### src/rtl/core/sfrc_pkg.sv
// Package for the stuffed frame receiver: register map, reset values, CRC-16 byte update.
package sfrc_pkg;

    // Register map (byte address = 4 * index)
    localparam int unsigned ADDR_W = 4;
    localparam logic [1:0] REG_START_BYTE    = 2'd0;
    localparam logic [1:0] REG_ESCAPE_BYTE   = 2'd1;
    localparam logic [1:0] REG_LENGTH_OFFSET = 2'd2;

    // Register reset values
    localparam logic [7:0] START_BYTE_RST    = 8'h7E;
    localparam logic [7:0] ESCAPE_BYTE_RST   = 8'h7D;
    localparam logic [3:0] LENGTH_OFFSET_RST = 4'd1;

    // CRC-16 constants
    localparam logic [15:0] CRC_POLY = 16'h1021;
    localparam logic [15:0] CRC_INIT = 16'h0000;

    // Frame byte counter width and its saturation value
    localparam int unsigned CNT_W = 9;
    localparam logic [CNT_W-1:0] CNT_MAX = '1;

    // One byte into the CRC, data bits LSB first, shifted in at bit 0
    function automatic logic [15:0] crc_feed(input logic [15:0] crc, input logic [7:0] b);
        logic [15:0] c;
        logic        top;
        c = crc;
        for (int k = 0; k < 8; k++)
        begin
            top = c[15];
            c   = {c[14:0], b[k]};
            if (top)
            begin
                c = c ^ CRC_POLY;
            end
        end
        return c;
    endfunction

endpackage

### src/rtl/core/stuffed_frame_receiver_crc16.sv
// Byte-stuffed frame receiver with CRC-16 check and APB register port.
// Each accepted rx_byte beat passes the input register, then the result register.
// Throughput: one byte per cycle while out_stall does not hold a full result register;
//   the CRC byte update is unrolled in one stage.
// Bytes that make no result (hunting, escapes) still pass through the input stage.
// Reset (rst_n low, asynchronous): hunting for a start byte, registers at their defaults.
module stuffed_frame_receiver_crc16 (
    input  logic                          clk,
    input  logic                          rst_n,
    // configuration port
    input  logic                          psel,
    input  logic                          penable,
    input  logic                          pwrite,
    input  logic [sfrc_pkg::ADDR_W-1:0]   paddr,
    input  logic [31:0]                   pwdata,
    output logic [31:0]                   prdata,
    output logic                          pready,
    // received byte channel
    input  logic                          in_valid,
    output logic                          in_stall,
    input  logic [7:0]                    rx_byte,
    // frame byte channel
    output logic                          out_valid,
    input  logic                          out_stall,
    output logic [7:0]                    frame_byte,
    output logic                          frame_first,
    output logic                          frame_last,
    output logic                          crc_good
);

    // Configuration registers
    logic [7:0] start_byte_reg;
    logic [7:0] escape_byte_reg;
    logic [3:0] length_offset_reg;

    // Input stage
    logic       s1_valid_reg;
    logic [7:0] s1_byte_reg;
    logic       s1_adv;
    logic       in_accept;

    // Receiver state
    logic                         in_frame_reg, in_frame_next;
    logic                         esc_pending_reg, esc_pending_next;
    logic [sfrc_pkg::CNT_W-1:0]   byte_count_reg, byte_count_next;
    logic [7:0]                   payload_len_reg, payload_len_next;
    logic [15:0]                  crc_reg, crc_next;
    logic [15:0]                  trailing_reg, trailing_next;

    // Result register
    logic       out_valid_reg;
    logic [7:0] frame_byte_reg;
    logic       frame_first_reg;
    logic       frame_last_reg;
    logic       crc_good_reg;

    // Combinational decode of the byte in the input stage
    logic                         hit_start;
    logic                         hit_escape;
    logic                         do_open;
    logic                         do_take;
    logic [sfrc_pkg::CNT_W-1:0]   idx;
    logic [7:0]                   plen_eff;
    logic [15:0]                  crc_eff;
    logic [15:0]                  trail_eff;
    logic [sfrc_pkg::CNT_W-1:0]   data_end;
    logic                         is_last;
    logic                         is_good;
    logic                         cfg_write;

    // APB: always ready, registers decoded on word index
    assign pready    = 1'b1;
    assign cfg_write = psel & penable & pwrite;

    always_ff @(posedge clk or negedge rst_n)
    begin
        if (!rst_n)
        begin
            start_byte_reg    <= sfrc_pkg::START_BYTE_RST;
            escape_byte_reg   <= sfrc_pkg::ESCAPE_BYTE_RST;
            length_offset_reg <= sfrc_pkg::LENGTH_OFFSET_RST;
        end
        else if (cfg_write)
        begin
            unique case (paddr[3:2])
                sfrc_pkg::REG_START_BYTE:    start_byte_reg    <= pwdata[7:0];
                sfrc_pkg::REG_ESCAPE_BYTE:   escape_byte_reg   <= pwdata[7:0];
                sfrc_pkg::REG_LENGTH_OFFSET: length_offset_reg <= pwdata[3:0];
                default:                     ;
            endcase
        end
    end

    // Register read-back
    always_comb
    begin
        unique case (paddr[3:2])
            sfrc_pkg::REG_START_BYTE:    prdata = {24'd0, start_byte_reg};
            sfrc_pkg::REG_ESCAPE_BYTE:   prdata = {24'd0, escape_byte_reg};
            sfrc_pkg::REG_LENGTH_OFFSET: prdata = {28'd0, length_offset_reg};
            default:                     prdata = 32'd0;
        endcase
    end

    // Handshake: the input stage moves on whenever the result register is free or draining
    assign s1_adv    = s1_valid_reg & (~out_valid_reg | ~out_stall);
    assign in_stall  = s1_valid_reg & ~s1_adv;
    assign in_accept = in_valid & ~in_stall;

    always_ff @(posedge clk or negedge rst_n)
    begin
        if (!rst_n)
        begin
            s1_valid_reg <= 1'b0;
        end
        else if (in_accept)
        begin
            s1_valid_reg <= 1'b1;
        end
        else if (s1_adv)
        begin
            s1_valid_reg <= 1'b0;
        end
    end

    always_ff @(posedge clk)
    begin
        if (in_accept)
        begin
            s1_byte_reg <= rx_byte;
        end
    end

    // Deframing: start / escape handling, length pickup, CRC and trailer compare
    always_comb
    begin
        hit_start  = (s1_byte_reg == start_byte_reg);
        hit_escape = (s1_byte_reg == escape_byte_reg);

        in_frame_next    = in_frame_reg;
        esc_pending_next = esc_pending_reg;
        byte_count_next  = byte_count_reg;
        payload_len_next = payload_len_reg;
        crc_next         = crc_reg;
        trailing_next    = trailing_reg;

        do_open = 1'b0;
        do_take = 1'b0;
        if (!in_frame_reg)
        begin
            do_open = hit_start;
        end
        else if (esc_pending_reg)
        begin
            do_take          = 1'b1;
            esc_pending_next = 1'b0;
        end
        else if (hit_start)
        begin
            do_open = 1'b1;
        end
        else if (hit_escape)
        begin
            esc_pending_next = 1'b1;
        end
        else
        begin
            do_take = 1'b1;
        end

        // A start byte restarts all frame state
        idx       = do_open ? '0 : byte_count_reg;
        plen_eff  = do_open ? 8'd0 : payload_len_reg;
        crc_eff   = do_open ? sfrc_pkg::CRC_INIT : crc_reg;
        trail_eff = do_open ? 16'd0 : trailing_reg;

        if (idx == {{(sfrc_pkg::CNT_W-4){1'b0}}, length_offset_reg})
        begin
            plen_eff = s1_byte_reg;
        end
        data_end = {{(sfrc_pkg::CNT_W-4){1'b0}}, length_offset_reg}
                 + {{(sfrc_pkg::CNT_W-8){1'b0}}, plen_eff};

        is_last = 1'b0;
        is_good = 1'b0;
        if (idx != '0)
        begin
            if (idx <= data_end)
            begin
                crc_eff = sfrc_pkg::crc_feed(crc_eff, s1_byte_reg);
            end
            else if ({1'b0, idx} == ({1'b0, data_end} + 1'b1))
            begin
                trail_eff = {8'd0, s1_byte_reg};
            end
            else
            begin
                is_last = 1'b1;
                is_good = ({s1_byte_reg, trail_eff[7:0]} == crc_eff);
            end
        end

        if (do_open || do_take)
        begin
            payload_len_next = plen_eff;
            crc_next         = crc_eff;
            trailing_next    = trail_eff;
            byte_count_next  = (idx != sfrc_pkg::CNT_MAX) ? idx + 1'b1 : idx;
            if (do_open)
            begin
                in_frame_next    = 1'b1;
                esc_pending_next = 1'b0;
            end
            if (is_last)
            begin
                in_frame_next    = 1'b0;
                esc_pending_next = 1'b0;
            end
        end
    end

    // Receiver state update, one byte per advance of the input stage
    always_ff @(posedge clk or negedge rst_n)
    begin
        if (!rst_n)
        begin
            in_frame_reg    <= 1'b0;
            esc_pending_reg <= 1'b0;
            byte_count_reg  <= '0;
            payload_len_reg <= 8'd0;
            crc_reg         <= sfrc_pkg::CRC_INIT;
            trailing_reg    <= 16'd0;
        end
        else if (s1_adv)
        begin
            in_frame_reg    <= in_frame_next;
            esc_pending_reg <= esc_pending_next;
            byte_count_reg  <= byte_count_next;
            payload_len_reg <= payload_len_next;
            crc_reg         <= crc_next;
            trailing_reg    <= trailing_next;
        end
    end

    // Result register
    always_ff @(posedge clk or negedge rst_n)
    begin
        if (!rst_n)
        begin
            out_valid_reg <= 1'b0;
        end
        else if (s1_adv)
        begin
            out_valid_reg <= do_open | do_take;
        end
        else if (!out_stall)
        begin
            out_valid_reg <= 1'b0;
        end
    end

    always_ff @(posedge clk)
    begin
        if (s1_adv && (do_open || do_take))
        begin
            frame_byte_reg  <= s1_byte_reg;
            frame_first_reg <= do_open;
            frame_last_reg  <= is_last;
            crc_good_reg    <= is_good;
        end
    end

    assign out_valid   = out_valid_reg;
    assign frame_byte  = frame_byte_reg;
    assign frame_first = frame_first_reg;
    assign frame_last  = frame_last_reg;
    assign crc_good    = crc_good_reg;

endmodule

### config.mk
export PLATFORM = sky130hd
export DESIGN_NAME = stuffed_frame_receiver_crc16
export DESIGN_NICKNAME = d
export VERILOG_FILES = /design/src/rtl/core/sfrc_pkg.sv /design/src/rtl/core/stuffed_frame_receiver_crc16.sv
export SDC_FILE = /design/constraint.sdc
export NUM_CORES = 1
export LEC_CHECK = 0
export BUFFER_PORTS_ARGS = -buffer_cell sky130_fd_sc_hd__buf_2
export CAP_MARGIN = 20
export CELL_PAD_IN_SITES_DETAIL_PLACEMENT = 1
export CELL_PAD_IN_SITES_GLOBAL_PLACEMENT = 2
export CORE_MARGIN = 5
export CORE_UTILIZATION = 30
export CTS_CLUSTER_SIZE = 12
export DETAILED_ROUTE_END_ITERATION = 7
export PLACE_DENSITY_LB_ADDON = 0.2
export SLEW_MARGIN = 20
export SYNTH_ARGS = -nofsm -noshare
export SYNTH_HDL_FRONTEND = slang
export SYNTH_SLANG_ARGS = --single-unit
### constraint.sdc
create_clock -name clk -period 5.3 [get_ports clk]
set_clock_uncertainty 0.2 [all_clocks]
set_input_delay 0.795 -clock clk [delete_from_list [all_inputs] [get_ports clk]]
set_output_delay 0.795 -clock clk [all_outputs]
set_load 0.03 [all_outputs]
==> impl_metrics.csv, run 1 <==
group,metric,value,unit
floorplan,die_area,22160,sq um
cts,clkSinkCount,84,
cts,cts_hold_buf,0,
setup_path,timing.rr.start,"start_byte_reg[1]",
pwr,p_per_area,623.1,nW/um^2
sta,setup_viol,0,
setup_path,cp-end-kind,"register",
logic_synthesis,synth.yosys.seq_area_share,38.27,%
sta,slew_headroom,49.27,%
pwr,p_leak,3.256,nW
final_layout,syn_to_final_growth,28.31,%
sta,max_freq,0.1907,GHz
logic_synthesis,netlist_area,5784,sq um
final_layout,design_area,7422,sq um
floorplan,start_util,30.72,%
final_layout,final_layout_size_suffix_gt1_share,34.61,%
setup_path,start_kind,"register",
setup_path,r2r-end,"trailing_reg[2]",
setup_path,reg2reg_slack,50,ps
placement,placed_area,6630,sq um
detailed_routing,post_drt_wl_per_cell,19.63,um
setup_path,r2r.worst_path.cells,20,
cts,cts.clk_slew.worst_paths,70,ps
grt,antenna_found_initial,0,
sta,fin_setup_tns,0,ps
cts,cts_buffers,9,
floorplan,die_h,148.9,um
logic_synthesis,ys_ff_latch,84,
final_layout,nets,794,
cts,clk_latency,350,ps
grt,grt_max_degree,53,
sta,hold_ws,172.8,ps
floorplan,die_x,148.9,um
cts,h-tree-depth,3,
detailed_routing,via_per_inst,5.000,
logic_synthesis,yosysTopAreaCell,"dfrtp_1",
detailed_routing,drt-total-wl,19.45,mm
sta,fin_crit,5245,ps
detailed_routing,drc,0,
logic_synthesis,postSynthAreaPerCell,9.405,sq um
floorplan,io_pins,97,
pwr,worst_ir_drop_vdd,329.4,uV
setup_path,crit_arrival,5270,ps
logic_synthesis,ys_top_cells_by_area,"dfrtp_1 22%, edfxtp_1 9.9%, xnor2_1 7.4%",
floorplan,rows,50,
sta,hold_viol,0,
logic_synthesis,yosysTopAreaCellShare,22.50,%
min_path,hp-class,"primary input to async pin",
sta,rsz0062_at_grt,"true",
sta,max_slew.worst_pin.slew,756.8,ps
run_status,status,"completed",
floorplan,core-area,18830,sq um
setup_path,critical_path_class,"register to register",
grt,overflow,0,
final_layout,antennaDiodeCount,0,
cts,clockRootBuffer,"clkbuf_16",
detailed_routing,drt_pass1_iterations,4,
logic_synthesis,synth_common_cells,"67 x nand2_1, 52 x dfrtp_1, 49 x xnor2_1",
logic_synthesis,synth-edff-count,19,
run,cap_viol_max_count,0,
logic_synthesis,async_flop_share,77.38,%
cts,cts_max_path_buffers,2,
placement,port_buffers,45,
sta,period_share,98.97,%
detailed_routing,dr_total_vias,4955,
placement,dpl.hpwl,14.32,mm
logic_synthesis,synth_cells,615,
placement,place.gp.congestion,0.8182,
grt,grt_pass1_vias,5349,
grt,grt_usage,17.49,%
logic_synthesis,yosysMostFrequentCell,"nand2_1",
grt,grt_pass1_wl,30.23,mm
sta,final-max-slew-violation-count,0,
setup_path,cp_max_fo,8,
detailed_routing,ant_nets,0,
setup_path,startpoint,"start_byte_reg[1]",
setup_path,required,5320,ps
cts,cts_tree,"built",
logic_synthesis,synth.distinct_cells,68,
logic_synthesis,yosysWarnings,0,
logic_synthesis,synthFlopType,"dfrtp_1",
final_layout,largest_register_ff_count,16,
detailed_routing,drt_iter0_drc,185,
==> worst max-delay path, cell delays in order, from the launching register on <==
cell and delay [ps]:
dfstp_2 570, xnor2_2 110, nand4_1 170, or3_4 390, mux2i_4 220, nand2_2 100, nand2_4 80, ha_4 170
fa_2 580, ha_4 180, buf_4 110, buf_4 90, o211ai_1 120, a211oi_2 260, nand4_1 200, o31ai_4 120
or4b_4 510, a2111oi_4 370, buf_4 180, nand3_4 190, mux2i_2 220
==> worst max path at each step <==
stage / end / cells after the start
2_1_floorplan: crc_good / 22
3_3_place_gp: crc_reg[8] / 21
3_5_place_dp: trailing_reg[2] / 19
4_1_cts: trailing_reg[2] / 19
5_1_grt: crc_reg[13] / 24
6_report: trailing_reg[2] / 20
==> layer usage <==
metal / part of all wire (%) / up-vias / GRT usage, %
met5: 0 / - / 0
met4: 1.2 / 0 / 4.119
met3: 2.6 / 14 / 1.884
met2: 50 / 84 / 30.48
met1: 46 / 2515 / 23.36
li1: - / 2342 / -
==> cell type report <==
class / instances / area, sq um
clock buffer: 10 / 229.0
clock inverter: 6 / 72.57
fill: 2141 / 11410
inverter: 18 / 67.56
multi-input combinational: 478 / 3601
sequential: 84 / 2213
tap: 260 / 325.3
timing repair buffer: 135 / 913.4
==> cells in the final DEF (no fill, tap or decap), drive strengths merged, types with 5 or more instances in the layout <==
cell type / netlist / final
a211oi: 7 / 7
a21oi: 25 / 25
a31oi: 9 / 9
and2: 11 / 11
and3: 6 / 6
buf: 43 / 135
clkbuf: 15 / 10
conb: 2 / 25
dfrtp: 52 / 52
dfstp: 13 / 13
edfxtp: 19 / 19
ha: 16 / 16
inv: 18 / 20
mux2: 23 / 23
mux2i: 23 / 23
nand2: 68 / 68
nand2b: 7 / 7
nand3: 24 / 24
nand4: 15 / 15
nor2: 35 / 35
nor3: 9 / 9
nor4: 5 / 5
o21ai: 44 / 44
o31ai: 5 / 5
xnor2: 50 / 50
xor2: 24 / 24
==> cells by family (layout without fill, tap and decap cells) <==
kind of cell,after synthesis,count (layout),share of synthesized area [%]
adder cells (fa/ha/maj),17,17,3.807
flip-flops,84,84,38.27
AO/OA/AOI/OAI,118,118,13.48
XOR/XNOR,74,74,11.33
other,2,25,0.1298
AND/OR/NAND/NOR,198,198,17.26
buffers and inverters,76,169,7.203
multiplexers,46,46,8.523
==> report_power, final <==
group / switching (W) / internal (W) / total, W
Combinational: 0.00150 / 0.00146 / 0.00295
Sequential: 0.000179 / 0.000829 / 0.00101
Clock: 0.000290 / 0.000371 / 0.000661
==> metrics by stage <==
| stage | setup WS (ps) | util, % | total power (W) | std cells |
|---|---|---|---|---|
| 6_report | 54.78 | 39.42 | 0.004624 | 991 |
| 4_1_cts | -32.29 | 38.14 | 0.004426 | 983 |
| 3_5_place_dp | -253.7 | 35.21 | 0.003366 | 956 |
| 3_3_place_gp | -129.0 | 35.18 | 0.003265 | 956 |
| 5_1_grt | -129.7 | 39.42 | 0.004931 | 991 |
| 2_1_floorplan | 12.62 | - | 0.002512 | 638 |
==> timing repair <==
action / 4_1_cts / 5_1_grt
hold endpoints to repair: 0 / 0
cloned: 0 / 1
gates resized for setup: 34 / 40
setup buffers: 11 / 7
pin swaps: 20 / 16
endpoints found under the setup margin: 27 / 27
(Power assumes the default switching activity.)
==> run 2: changes to the inputs <==
Settings changed: BUFFER_PORTS_ARGS -buffer_cell sky130_fd_sc_hd__buf_2 to -buffer_cell sky130_fd_sc_hd__clkbuf_2, PLACE_DENSITY from default to 0.78, PLACE_DENSITY_LB_ADDON 0.2 to default.
==> impl_metrics.csv, run 2 (synthesis gave the netlist of run 1 again) <==
group,metric,value,unit
final_layout,final_util,38.00,%
detailed_routing,drc,0,
setup_path,cp_max_fo,5,
placement,placed_area,6490,sq um
cts,clockRootBuffer,"clkbuf_16",
placement,port_buffers,45,
grt,grt_usage,16.09,%
sta,hold_viol,0,
grt,antenna_found_initial,0,
detailed_routing,post_drt_wl_per_cell,18.50,um
pwr,p_total,0.004318,W
setup_path,cp-end-kind,"register",
sta,fin_crit,5229,ps
pwr,clkPwrFrac,15.3,%
sta,max_slew.worst_pin.slew,1028,ps
pwr,seqPwrFrac,23.5,%
sta,slew_headroom,30.85,%
cts,cts_buffers,9,
cts,cts_max_path_buffers,2,
final_layout,fin_cells,963,
cts,h-tree-depth,3,
setup_path,crit_arrival,5110,ps
pwr,worst_ir_drop_vdd,236.5,uV
min_path,hp-class,"primary input to async pin",
sta,hold_ws,114.5,ps
cts,clk_latency,350,ps
run,cap_viol_max_count,0,
pwr,p_int,0.002463,W
pwr,p_per_area,603.5,nW/um^2
detailed_routing,drt_iter0_drc,207,
floorplan,io_pins,97,
pwr,p_leak,3.101,nW
final_layout,seqCellArea,2213,sq um
setup_path,r2r.worst_path.cells,20,
final_layout,multi_input_area,3537,sq um
detailed_routing,ant_nets,0,
final_layout,nets,766,
cts,cts_tree,"built",
setup_path,r2r-end,"crc_good",
sta,final-max-slew-violation-count,0,
grt,grt_pass1_wl,28.37,mm
setup_path,startpoint,"start_byte_reg[1]",
final_layout,final_cell_mix,"60 x nand2_1, 57 x buf_4, 52 x dfrtp_1",
final_layout,layout_commonest_cell,"nand2_1",
cts,cts.clk_slew.worst_paths,70,ps
sta,setup_viol,0,
sta,rsz0062_at_grt,"true",
floorplan,die_h,148.9,um
detailed_routing,via_per_inst,5.034,
final_layout,largest_register_ff_count,16,
setup_path,start_kind,"register",
placement,dpl.hpwl,13.46,mm
sta,period_share,98.66,%
floorplan,core-area,18830,sq um
detailed_routing,drt-total-wl,17.81,mm
pwr,power.net_switching,0.001855,W
setup_path,reg2reg_slack,70,ps
cts,clkSinkCount,84,
setup_path,timing.rr.start,"start_byte_reg[1]",
pwr,comb_power_share,61.2,%
final_layout,design_area,7156,sq um
grt,overflow,0,
placement,place.gp.congestion,0.8687,
detailed_routing,drt_pass1_iterations,4,
setup_path,required,5180,ps
final_layout,final_layout_size_suffix_gt1_share,30.87,%
setup_path,crit_end,"crc_good",
final_layout,antennaDiodeCount,0,
final_layout,fillers,2144,
final_layout,syn_to_final_growth,23.71,%
run_status,status,"completed",
placement,dp.cells,938,
floorplan,die_x,148.9,um
floorplan,rows,50,
sta,max_freq,0.1912,GHz
floorplan,die_area,22160,sq um
pwr,p_sw_share,42.96,%
grt,grt_max_degree,55,
detailed_routing,dr_total_vias,4848,
floorplan,start_util,30.72,%
grt,grt_pass1_vias,5328,
setup_path,critical_path_class,"register to register",
-- run 2: cell count changes in the layout (fill, tap and decap cells not counted), moves of 2 or more --
cell | previous run | this run
buf_2 | 46 | 2
clkbuf_2 | 0 | 44
buf_4 | 86 | 57
o21ai_0 | 38 | 34
o21ai_1 | 4 | 8
nand2_2 | 4 | 6
nand2_4 | 4 | 2
nor2_1 | 30 | 32
-- run 2: routing by layer --
metal  GRT usage (%)  vias up  part of all wire (%)
li1                -     2285                     -
met1           19.82     2450                    43
met2           28.76       84                    52
met3           2.461       29                   2.9
met4           5.309        0                   2.3
met5               0        -                     0
-- run 2: power groups by stage --
stage / Combinational, W / Sequential [W] / Clock (W)
finish: 0.00264 / 0.00101 / 0.000660
global route: 0.00288 / 0.00104 / 0.000707
CTS: 0.00228 / 0.00101 / 0.000682
detailed placement: 0.00220 / 0.00102 / 0
global placement: 0.00211 / 0.00101 / 0
floorplan: 0.00154 / 0.000972 / 0
-- run 2: per-stage QoR --
step / setup TNS, ps / setup WS, ps
detailed placement: -1878 / -136.2
global placement: 0 / 59.53
global route: -1705 / -168.9
floorplan: 0 / 12.62
CTS: -28.16 / -28.16
finish: 0 / 70.79
-- run 2: repair_timing --
| action | in CTS | in global routing |
|---|---|---|
| hold endpoints to repair | 0 | 0 |
| setup endpoints to repair | 26 | 27 |
| gates resized for setup | 15 | 52 |
| buffers inserted | 1 | 8 |
| pin swaps | 4 | 26 |
| cloned | 0 | 1 |
| hold buffers | 0 | 0 |
-- run 2: layout make-up --
class                           count  area share (%)
Tap cell                          260           4.546
Multi-Input combinational cell    478           49.43
Inverter                           18          0.9442
Clock inverter                      7           1.049
Timing Repair Buffer              107           9.949
Sequential cell                    84           30.93
Clock buffer                        9           3.147
-- run 2: worst max-delay path: stages (launching register included) --
cell and delay [ps]:
dfstp_2 570, xnor2_2 120, nand4_1 150, or3_4 400, mux2i_4 220, buf_6 130
nand2_4 70, nand2_4 60, fa_2 470, a211oi_4 420, o21ai_0 190, nor3b_1 360
a2111oi_4 110, buf_4 150, buf_4 130, nor4b_1 310, a21oi_1 130, a2111oi_4 370
buf_4 170, a21oi_2 60, nor4b_4 150
-- run 2: worst min-delay path by stage --
| stage | end | slack, ps | from |
|---|---|---|---|
| 2_1_floorplan | frame_byte[0] | 220 | s1_byte_reg[0] |
| 3_3_place_gp | esc_pending_reg | 320 | esc_pending_reg |
| 3_5_place_dp | esc_pending_reg | 310 | esc_pending_reg |
| 4_1_cts | length_offset_reg[3] | 110 | rst_n |
| 5_1_grt | length_offset_reg[2] | 140 | rst_n |
| 6_report | length_offset_reg[2] | 110 | rst_n |
